`src/rtl/core/lfa_pkg.sv`:
```
// Shared constants, types and codes of the lowest-free number allocator.
`timescale 1ns / 1ps
`default_nettype none

package lfa_pkg;

   localparam int CAPACITY   = 256;
   localparam int NUM_W      = 8;
   localparam int CNT_W      = 9;
   localparam int WORD_W     = 32;
   localparam int BIT_W      = 5;
   localparam int WORD_CNT   = CAPACITY / WORD_W;
   localparam int WADDR_W    = NUM_W - BIT_W;

   localparam logic OP_ALLOC   = 1'b0;
   localparam logic OP_RELEASE = 1'b1;

   typedef enum logic [2:0] {
      ST_IDLE  = 3'b001,
      ST_SCAN  = 3'b010,
      ST_CLEAR = 3'b100
   } state_type;

   typedef struct packed {
      logic               rd_en;
      logic [WADDR_W-1:0] rd_addr;
      logic               wr_en;
      logic [WADDR_W-1:0] wr_addr;
      logic [WORD_W-1:0]  wr_data;
   } mem_req_type;

   typedef struct packed {
      logic             found;
      logic [BIT_W-1:0] index;
   } search_type;

endpackage

`default_nettype wire

```
`src/rtl/core/lfa_if.sv`:
```
// Channel interfaces of the allocator: request, response and limit register write.
`timescale 1ns / 1ps
`default_nettype none

interface lfa_req_if;
   logic                      valid;
   logic                      ready;
   logic                      op;
   logic [lfa_pkg::NUM_W-1:0] release_number;

   modport source (output valid, output op, output release_number, input ready);
   modport sink   (input valid, input op, input release_number, output ready);
endinterface

interface lfa_rsp_if;
   logic                      valid;
   logic                      ready;
   logic                      ok;
   logic [lfa_pkg::NUM_W-1:0] granted_number;

   modport source (output valid, output ok, output granted_number, input ready);
   modport sink   (input valid, input ok, input granted_number, output ready);
endinterface

interface lfa_csr_if;
   logic                      valid;
   logic                      ready;
   logic [lfa_pkg::CNT_W-1:0] data;

   modport source (output valid, output data, input ready);
   modport sink   (input valid, input data, output ready);
endinterface

`default_nettype wire

```
`src/rtl/core/lfa_bitmap.sv`:
```
// In-use bitmap memory, one word per row, with a registered read port.
`timescale 1ns / 1ps
`default_nettype none

module lfa_bitmap (
   input  wire logic                         clock,
   input  wire lfa_pkg::mem_req_type         mem_req,
   output logic [lfa_pkg::WORD_W-1:0]        rd_data
);

   logic [lfa_pkg::WORD_W-1:0] mem [lfa_pkg::WORD_CNT];
   logic [lfa_pkg::WORD_W-1:0] rd_data_ff;

   always_ff @(posedge clock) begin
      if (mem_req.wr_en) begin
         mem[mem_req.wr_addr] <= mem_req.wr_data;
      end
      if (mem_req.rd_en) begin
         rd_data_ff <= mem[mem_req.rd_addr];
      end
   end

   assign rd_data = rd_data_ff;

endmodule

`default_nettype wire

```
`src/rtl/core/lfa_word_search.sv`:
```
// Finds the lowest clear bit of one bitmap word inside the window [start, bound).
`timescale 1ns / 1ps
`default_nettype none

module lfa_word_search (
   input  wire logic [lfa_pkg::WORD_W-1:0]  word,
   input  wire logic [lfa_pkg::WADDR_W-1:0] word_addr,
   input  wire logic [lfa_pkg::CNT_W-1:0]   start,
   input  wire logic [lfa_pkg::CNT_W-1:0]   bound,
   output lfa_pkg::search_type              result
);

   logic [lfa_pkg::WORD_W-1:0] qualify;

   always_comb begin
      logic [lfa_pkg::CNT_W-1:0] pos;
      for (int i = 0; i < lfa_pkg::WORD_W; i++) begin
         pos = {1'b0, word_addr, lfa_pkg::BIT_W'(i)};
         qualify[i] = (pos >= start) && (pos < bound) && !word[i];
      end
   end

   // Priority encoder: the lowest qualifying bit wins.
   always_comb begin
      result.found = |qualify;
      result.index = '0;
      for (int i = lfa_pkg::WORD_W - 1; i >= 0; i--) begin
         if (qualify[i]) begin
            result.index = lfa_pkg::BIT_W'(i);
         end
      end
   end

endmodule

`default_nettype wire

```
`src/rtl/core/lowest_free_id_allocator.sv`:
```
// Top level of the lowest-free number allocator: control, pointers and response register.
`timescale 1ns / 1ps
`default_nettype none

// Hands out the lowest free number below the programmed limit (clamped to 256) and takes
// numbers back. A failed allocate or release is answered and leaves the block idle. A release
// that succeeds does a read and then a write of its bitmap word. An allocate that succeeds
// reads and rewrites the word of the granted number, then walks further 32-bit bitmap words
// until the scan finds the next free number or reaches its window's end, reading one word per
// cycle. The response sits in an output register, and a new request is taken only while the
// block is idle and that register is empty or its beat is taken in the same cycle, so a
// response left waiting stalls the input. The bitmap needs no clearing pass after reset.
module lowest_free_id_allocator (
   input  wire logic   clock,
   input  wire logic   reset,
   lfa_req_if.sink     req_ch,
   lfa_rsp_if.source   rsp_ch,
   lfa_csr_if.sink     csr_ch
);

   localparam logic [lfa_pkg::CNT_W-1:0] CAP_VALUE  = lfa_pkg::CNT_W'(lfa_pkg::CAPACITY);
   localparam logic [lfa_pkg::CNT_W-1:0] WORD_SPAN  = lfa_pkg::CNT_W'(lfa_pkg::WORD_W);

   lfa_pkg::state_type              state_ff, state_in;
   logic [lfa_pkg::CNT_W-1:0]       created_ff, created_in;
   logic [lfa_pkg::CNT_W-1:0]       lowest_ff, lowest_in;
   logic [lfa_pkg::CNT_W-1:0]       limit_ff, limit_in;
   logic [lfa_pkg::CNT_W-1:0]       start_ff, start_in;
   logic [lfa_pkg::CNT_W-1:0]       bound_ff, bound_in;
   logic [lfa_pkg::WADDR_W-1:0]     waddr_ff, waddr_in;
   logic [lfa_pkg::BIT_W-1:0]       bit_ff, bit_in;
   logic                            first_ff, first_in;
   logic                            rsp_valid_ff, rsp_valid_in;
   logic                            rsp_ok_ff, rsp_ok_in;
   logic [lfa_pkg::NUM_W-1:0]       rsp_num_ff, rsp_num_in;

   lfa_pkg::mem_req_type            mem_req;
   logic [lfa_pkg::WORD_W-1:0]      rd_data;
   logic [lfa_pkg::WORD_W-1:0]      scan_word;
   lfa_pkg::search_type             search;

   logic [lfa_pkg::CNT_W-1:0]       eff_limit;
   logic [lfa_pkg::CNT_W-1:0]       created_next;
   logic [lfa_pkg::CNT_W-1:0]       rel_num;
   logic [lfa_pkg::CNT_W-1:0]       next_base;
   logic [lfa_pkg::WORD_W-1:0]      bit_mask;
   logic                            req_fire;
   logic                            alloc_ok;
   logic                            rel_ok;

   lfa_bitmap u_bitmap (
      .clock   (clock),
      .mem_req (mem_req),
      .rd_data (rd_data)
   );

   lfa_word_search u_search (
      .word      (scan_word),
      .word_addr (waddr_ff),
      .start     (start_ff),
      .bound     (bound_ff),
      .result    (search)
   );

   assign eff_limit    = (limit_ff > CAP_VALUE) ? CAP_VALUE : limit_ff;
   assign rel_num      = {1'b0, req_ch.release_number};
   assign alloc_ok     = (lowest_ff < eff_limit) && (lowest_ff <= created_ff);
   assign rel_ok       = rel_num < created_ff;
   assign created_next = (lowest_ff == created_ff) ? created_ff + 1'b1 : created_ff;
   assign bit_mask     = lfa_pkg::WORD_W'(1) << bit_ff;
   assign next_base    = {1'b0, waddr_ff, lfa_pkg::BIT_W'(0)} + WORD_SPAN;

   // The first word of an allocate scan still has the granted bit clear in memory.
   assign scan_word    = first_ff ? (rd_data | bit_mask) : rd_data;

   assign req_ch.ready = (state_ff == lfa_pkg::ST_IDLE) && (!rsp_valid_ff || rsp_ch.ready);
   assign req_fire     = req_ch.valid && req_ch.ready;
   assign csr_ch.ready = 1'b1;

   assign rsp_ch.valid          = rsp_valid_ff;
   assign rsp_ch.ok             = rsp_ok_ff;
   assign rsp_ch.granted_number = rsp_num_ff;

   always_comb begin
      state_in     = state_ff;
      created_in   = created_ff;
      lowest_in    = lowest_ff;
      limit_in     = limit_ff;
      start_in     = start_ff;
      bound_in     = bound_ff;
      waddr_in     = waddr_ff;
      bit_in       = bit_ff;
      first_in     = first_ff;
      rsp_valid_in = rsp_valid_ff;
      rsp_ok_in    = rsp_ok_ff;
      rsp_num_in   = rsp_num_ff;
      mem_req      = '0;

      if (csr_ch.valid) begin
         limit_in = csr_ch.data;
      end

      if (rsp_valid_ff && rsp_ch.ready) begin
         rsp_valid_in = 1'b0;
      end

      case (state_ff)
         lfa_pkg::ST_IDLE: begin
            if (req_fire) begin
               rsp_valid_in = 1'b1;
               rsp_num_in   = '0;
               if (req_ch.op == lfa_pkg::OP_ALLOC) begin
                  rsp_ok_in = alloc_ok;
                  if (alloc_ok) begin
                     rsp_num_in      = lowest_ff[lfa_pkg::NUM_W-1:0];
                     created_in      = created_next;
                     start_in        = lowest_ff + 1'b1;
                     bound_in        = (eff_limit < created_next) ? eff_limit : created_next;
                     waddr_in        = lowest_ff[lfa_pkg::NUM_W-1:lfa_pkg::BIT_W];
                     bit_in          = lowest_ff[lfa_pkg::BIT_W-1:0];
                     first_in        = 1'b1;
                     mem_req.rd_en   = 1'b1;
                     mem_req.rd_addr = lowest_ff[lfa_pkg::NUM_W-1:lfa_pkg::BIT_W];
                     state_in        = lfa_pkg::ST_SCAN;
                  end
               end else begin
                  rsp_ok_in = rel_ok;
                  if (rel_ok) begin
                     lowest_in       = (rel_num < lowest_ff) ? rel_num : lowest_ff;
                     waddr_in        = req_ch.release_number[lfa_pkg::NUM_W-1:lfa_pkg::BIT_W];
                     bit_in          = req_ch.release_number[lfa_pkg::BIT_W-1:0];
                     mem_req.rd_en   = 1'b1;
                     mem_req.rd_addr = req_ch.release_number[lfa_pkg::NUM_W-1:lfa_pkg::BIT_W];
                     state_in        = lfa_pkg::ST_CLEAR;
                  end
               end
            end
         end

         lfa_pkg::ST_SCAN: begin
            if (first_ff) begin
               mem_req.wr_en   = 1'b1;
               mem_req.wr_addr = waddr_ff;
               mem_req.wr_data = scan_word;
            end
            first_in = 1'b0;
            if (search.found) begin
               lowest_in = {1'b0, waddr_ff, search.index};
               state_in  = lfa_pkg::ST_IDLE;
            end else if (next_base >= bound_ff) begin
               // Nothing free below the window's end: the pointer parks on it.
               lowest_in = bound_ff;
               state_in  = lfa_pkg::ST_IDLE;
            end else begin
               waddr_in        = waddr_ff + 1'b1;
               mem_req.rd_en   = 1'b1;
               mem_req.rd_addr = waddr_ff + 1'b1;
            end
         end

         lfa_pkg::ST_CLEAR: begin
            mem_req.wr_en   = 1'b1;
            mem_req.wr_addr = waddr_ff;
            mem_req.wr_data = rd_data & ~bit_mask;
            state_in        = lfa_pkg::ST_IDLE;
         end

         default: begin
            state_in = lfa_pkg::ST_IDLE;
         end
      endcase
   end

   always_ff @(posedge clock) begin
      if (reset) begin
         state_ff     <= lfa_pkg::ST_IDLE;
         created_ff   <= '0;
         lowest_ff    <= '0;
         limit_ff     <= CAP_VALUE;
         rsp_valid_ff <= 1'b0;
         first_ff     <= 1'b0;
      end else begin
         state_ff     <= state_in;
         created_ff   <= created_in;
         lowest_ff    <= lowest_in;
         limit_ff     <= limit_in;
         rsp_valid_ff <= rsp_valid_in;
         first_ff     <= first_in;
      end
   end

   always_ff @(posedge clock) begin
      start_ff   <= start_in;
      bound_ff   <= bound_in;
      waddr_ff   <= waddr_in;
      bit_ff     <= bit_in;
      rsp_ok_ff  <= rsp_ok_in;
      rsp_num_ff <= rsp_num_in;
   end

   // The pointer never passes the high-water mark.
   assert property (@(posedge clock) disable iff (reset) lowest_ff <= created_ff)
      else $error("lowest free pointer above created count");

   assert property (@(posedge clock) disable iff (reset) created_ff <= CAP_VALUE)
      else $error("created count above capacity");

   // A read and a write in the same cycle never touch the same bitmap word.
   assert property (@(posedge clock) disable iff (reset)
      (mem_req.rd_en && mem_req.wr_en) |-> (mem_req.rd_addr != mem_req.wr_addr))
      else $error("bitmap read and write collide on one word");

   // A successful release always goes on to write its word back.
   assert property (@(posedge clock) disable iff (reset)
      (req_fire && (req_ch.op == lfa_pkg::OP_RELEASE) && rel_ok)
         |=> (state_ff == lfa_pkg::ST_CLEAR))
      else $error("release did not enter the clear step");

   // No new request is taken while a scan is still moving the pointer.
   assert property (@(posedge clock) disable iff (reset)
      (state_ff == lfa_pkg::ST_SCAN) |-> !req_ch.ready)
      else $error("request ready during scan");

endmodule

`default_nettype wire
```
`src/flat_wrapper.sv`:
```
// flat-port wrapper written by rule: the top's interface ports become plain ports
module lowest_free_id_allocator_flat 
  (clock, reset, req_ch_valid, req_ch_op, req_ch_release_number, req_ch_ready, rsp_ch_valid, rsp_ch_ok, rsp_ch_granted_number, rsp_ch_ready, csr_ch_valid, csr_ch_data, csr_ch_ready);
  lfa_req_if req_ch_i ();
  lfa_rsp_if rsp_ch_i ();
  lfa_csr_if csr_ch_i ();
  input  wire logic clock;
  input  wire logic reset;
  input wire logic [$bits(req_ch_i.valid)-1:0] req_ch_valid;
  input wire logic [$bits(req_ch_i.op)-1:0] req_ch_op;
  input wire logic [$bits(req_ch_i.release_number)-1:0] req_ch_release_number;
  output wire logic [$bits(req_ch_i.ready)-1:0] req_ch_ready;
  output wire logic [$bits(rsp_ch_i.valid)-1:0] rsp_ch_valid;
  output wire logic [$bits(rsp_ch_i.ok)-1:0] rsp_ch_ok;
  output wire logic [$bits(rsp_ch_i.granted_number)-1:0] rsp_ch_granted_number;
  input wire logic [$bits(rsp_ch_i.ready)-1:0] rsp_ch_ready;
  input wire logic [$bits(csr_ch_i.valid)-1:0] csr_ch_valid;
  input wire logic [$bits(csr_ch_i.data)-1:0] csr_ch_data;
  output wire logic [$bits(csr_ch_i.ready)-1:0] csr_ch_ready;
  assign req_ch_i.valid = req_ch_valid;
  assign req_ch_i.op = req_ch_op;
  assign req_ch_i.release_number = req_ch_release_number;
  assign req_ch_ready = req_ch_i.ready;
  assign rsp_ch_valid = rsp_ch_i.valid;
  assign rsp_ch_ok = rsp_ch_i.ok;
  assign rsp_ch_granted_number = rsp_ch_i.granted_number;
  assign rsp_ch_i.ready = rsp_ch_ready;
  assign csr_ch_i.valid = csr_ch_valid;
  assign csr_ch_i.data = csr_ch_data;
  assign csr_ch_ready = csr_ch_i.ready;
  lowest_free_id_allocator u_core (.clock(clock), .reset(reset), .req_ch(req_ch_i), .rsp_ch(rsp_ch_i), .csr_ch(csr_ch_i));
endmodule
```
`config.mk`:
```
export PLATFORM = sky130hd
export DESIGN_NAME = lowest_free_id_allocator_flat
export DESIGN_NICKNAME = d
export VERILOG_FILES = /design/src/rtl/core/lfa_pkg.sv /design/src/rtl/core/lfa_if.sv /design/src/rtl/core/lfa_bitmap.sv /design/src/rtl/core/lfa_word_search.sv /design/src/rtl/core/lowest_free_id_allocator.sv /design/src/flat_wrapper.sv
export SDC_FILE = /design/constraint.sdc
export NUM_CORES = 1
export LEC_CHECK = 0
export BUFFER_PORTS_ARGS = -buffer_cell sky130_fd_sc_hd__buf_2
export CORE_UTILIZATION = 60
export CTS_CLUSTER_SIZE = 24
export DETAILED_ROUTE_END_ITERATION = 7
export PLACE_DENSITY = 0.74
export SLEW_MARGIN = 30
export SYNTH_ARGS = -nofsm -noshare
export SYNTH_HDL_FRONTEND = slang
export SYNTH_SLANG_ARGS = --single-unit
```
`constraint.sdc`:
```
create_clock -name clock -period 8.65 [get_ports clock]
set_input_delay 1.2975 -clock clock [delete_from_list [all_inputs] [get_ports clock]]
set_output_delay 1.2975 -clock clock [all_outputs]
set_load 0.02 [all_outputs]
```
==> reports/qor.yml <==
outcome:
  status: "complete, no violations"
floorplan:
  io_pins: 35
  rows: 63
  die_area_um2: 30710
  core_um2: 29560
  die_h_um: 175.2
  fp.dieW_um: 175.2
  start_util_pct: 60.91
route:
  vias_per_cell: 6.647
  ant_nets: 0
  vias: 12560
  drc: 0
  wirelength_mm: 46.99
  wl_per_cell_um: 24.86
  drt-initial-drc-count: 1619
  firstDrtPassIters: 7
sta:
  holdWs_ns: 0.5034
  min_period_ns: 5.935
  fin_tns_setup_ns: 0
  post-route-period-util_pct: 68.62
  worst_pin_slew_ns: 0.9927
  finalHoldViolations: 0
  relSlewSlack_pct: 33.58
  postLayoutSetupSlackWorst_ns: 2.715
  finalClockSkew_ns: 0.03201
  fmax_mhz: 168.5
  rsz0062_at_grt: "false"
  finalSetupViolations: 0
  drv_slew: 0
finish:
  area.growth.synth_to_final_pct: 9.297
  fill_cells: 2182
  antenna_cells: 0
  drive_gt1_share_pct: 13.07
  final_nets: 1551
  stdcell_area_um2: 19680
synth:
  yosysWarningCount: 0
  synth_edf_count: 323
  synth_top_area_share_pct: 53.87
  synthCells: 1475
  ys_top_cells_by_area: "edfxtp_1 54%, mux2i_1 6.4%, ha_1 3.8%"
  ys_ff_latch: 355
  synth_fp_nets: 1552
  syn-cell-area_um2: 18010
  ys_types: 88
  syn_avg_cell_area_um2: 12.21
  synth-seq-area-share_pct: 57.42
  synthMostInstantiatedCell: "edfxtp_1"
  yosys-top-cells-count: "323 x edfxtp_1, 116 x mux2i_1, 107 x nand2_1, 78 x nor2_1, 70 x a21oi_1"
  synth_ff_type: "edfxtp_1"
  async_reset_ff_share_pct: 0
  synth_top_area_cell: "edfxtp_1"
global_route:
  grt_pass1_vias: 11920
  grt_pass1_wl_mm: 71.50
  grt_max_degree: 65
  antenna_found_initial: 0
  grt_usage_pct: 31.01
  grt-ovfl-total: 0
power:
  clockPowerShare_pct: 38.9
  p_int_mw: 2.985
  powerDensity_nw_per_um2: 205.3
  swShare_pct: 26.13
  comb_power_share_pct: 12.6
  ir_drop_uv: 204.0
  p_sw_mw: 1.056
  seq_power_share_pct: 48.5
  leakage_nw: 6.348
  power_mw: 4.041
worst_setup_path:
  crit_required_ns: 8.91
  critPathCaptureType: "register"
  reg2regPathDepth: 14
  worstReg2RegStart: "u_core.waddr_ff[0]"
  crit_chain: "inv_1 > ha_1 > and4bb_1 > nand2_1 > o311ai_1 > a211oi_1 > nor4_4 > nand4_2 > o41a_2 > buf_4 > nor2b_2 > buf_4 > a22o_1 > a211oi_1"
  critPathBufInv: 3
  worst-path-max-fanout: 46
  r2r_slack_ns: 2.71
  worstPathArrival_ns: 6.19
  cp_slowest_cell: "and4bb_1"
  startpoint_type: "register"
  path_class: "reg -> reg"
  slowest_delay_ns: 0.73
  critical_path.top_delay_family: "simple AND/OR/NAND/NOR gates"
  reg2reg_to: "u_core.u_bitmap.rd_data[28]"
cts:
  cts_hold_buf: 0
  insertion_delay_ns: 0.55
  cts_tree: "done"
  cts_root_buffer: "clkbuf_16"
  numCtsBuffers: 37
  clockBufferDepth: 3
  cts_setup_buffers: 0
  cts_num_sinks: 355
  cts_resized: 0
  cts_max_level: 2
  clk_pin_slew_ns: 0.07
place:
  gp_congestion: 0.9490
  preCtsSetupSlack_ns: 2.849
  io_buffers: 33
  postPlaceCellArea_um2: 18460
  dp_hpwl_mm: 29.95
hold_path:
  hp-start: "u_core.limit_ff[2]"
  hold_depth: 2
  whs_endpoint: "u_core.limit_ff[2]"
  hp-class: "reg -> reg"
run:
  drv_cap: 0
metal layers:
metal	vias up	GRT usage [%]	share of wire, %
li1	5695	-	-
met1	6117	44.79	42
met2	641	47.72	45
met3	109	5.744	9.7
met4	0	9.710	2.9
met5	-	0	0
flip-flops by register name, summed over array words and instances, names as in the netlist:
signal	cells
u_core.bit_ff	5
u_core.bound_ff	9
u_core.created_ff	9
u_core.first_ff	1
u_core.limit_ff	9
u_core.lowest_ff	9
u_core.rsp_ch.granted_number	8
u_core.rsp_ch.ok	1
u_core.rsp_ch.valid	1
u_core.start_ff	9
u_core.state_ff	3
u_core.u_bitmap.mem	256
u_core.u_bitmap.rd_data	32
u_core.waddr_ff	3
cell families (layout without fill, tap and decap cells):
group	Yosys count	in the layout	share of synthesized area, %
AO/OA/AOI/OAI	403	403	16.67
XOR/XNOR	23	23	1.119
adder cells (fa/ha/maj)	54	54	3.752
buffers and inverters	147	172	3.829
flip-flops	355	355	57.42
multiplexers	119	119	6.636
other	1	1	0.02083
AND/OR/NAND/NOR	373	373	10.55
worst min-delay path: cells and delay by family (launching register included):
kind,cells,cell delay [ns]
DFF,1,0.33
muxes,1,0.07
and+or+nand+nor,1,0.07
worst max-delay path by stage:
stage	from	endpoint	slack (ns)	cells past startpoint
global placement	u_core.waddr_ff[2]	u_core.u_bitmap.rd_data[18]	2.87	12
CTS	u_core.waddr_ff[0]	u_core.u_bitmap.rd_data[28]	2.86	14
floorplan	rsp_ch_ready	u_core.u_bitmap.rd_data[21]	4.33	12
global route	u_core.waddr_ff[0]	u_core.u_bitmap.rd_data[5]	2.51	14
finish	u_core.waddr_ff[0]	u_core.u_bitmap.rd_data[28]	2.71	14
detailed placement	req_ch_op	u_core.u_bitmap.rd_data[28]	2.85	14
placed cells by master (no fill, tap or decap), types with 34 or more instances in the layout:
cell and instances:
a211oi_1 41, a211oi_2 34, a21oi_1 70, a22o_1 36
a31oi_1 46, clkbuf_16 38, edfxtp_1 323, ha_1 54
inv_1 46, mux2i_1 116, nand2_1 107, nand3_1 39
nor2_1 72, nor2b_1 41, o21ai_0 49
metrics by stage:
stage                     cells  utilization [%]
after detailed placement   1825            62.44
after floorplan            1475                -
after global placement     1825            62.40
after CTS                  1890            66.58
final                      1890            66.58
after global routing       1890            66.58
power by group through the flow:
| stage | sequential (mW) | clock, mW | combinational [mW] |
|---|---|---|---|
| after detailed placement | 1.99 | 0 | 0.494 |
| after global placement | 1.99 | 0 | 0.490 |
| after global routing | 1.96 | 1.66 | 0.546 |
| final | 1.96 | 1.57 | 0.510 |
| after floorplan | 1.96 | 0 | 0.361 |
| after CTS | 1.96 | 1.59 | 0.498 |
cell type report:
class                   instances  area [um^2]  share of cell area [%]
clock buffers                  48         1039                   5.277
clock inverters                17        185.2                  0.9409
inverters                      47        176.4                  0.8964
multi-input cells             973         7084                   36.00
flip-flops and latches        355        10340                   52.54
well taps                     390        488.0                   2.479
repair buffers                 60        367.9                   1.869
No activity file was read; power rests on OpenSTA's default activity.
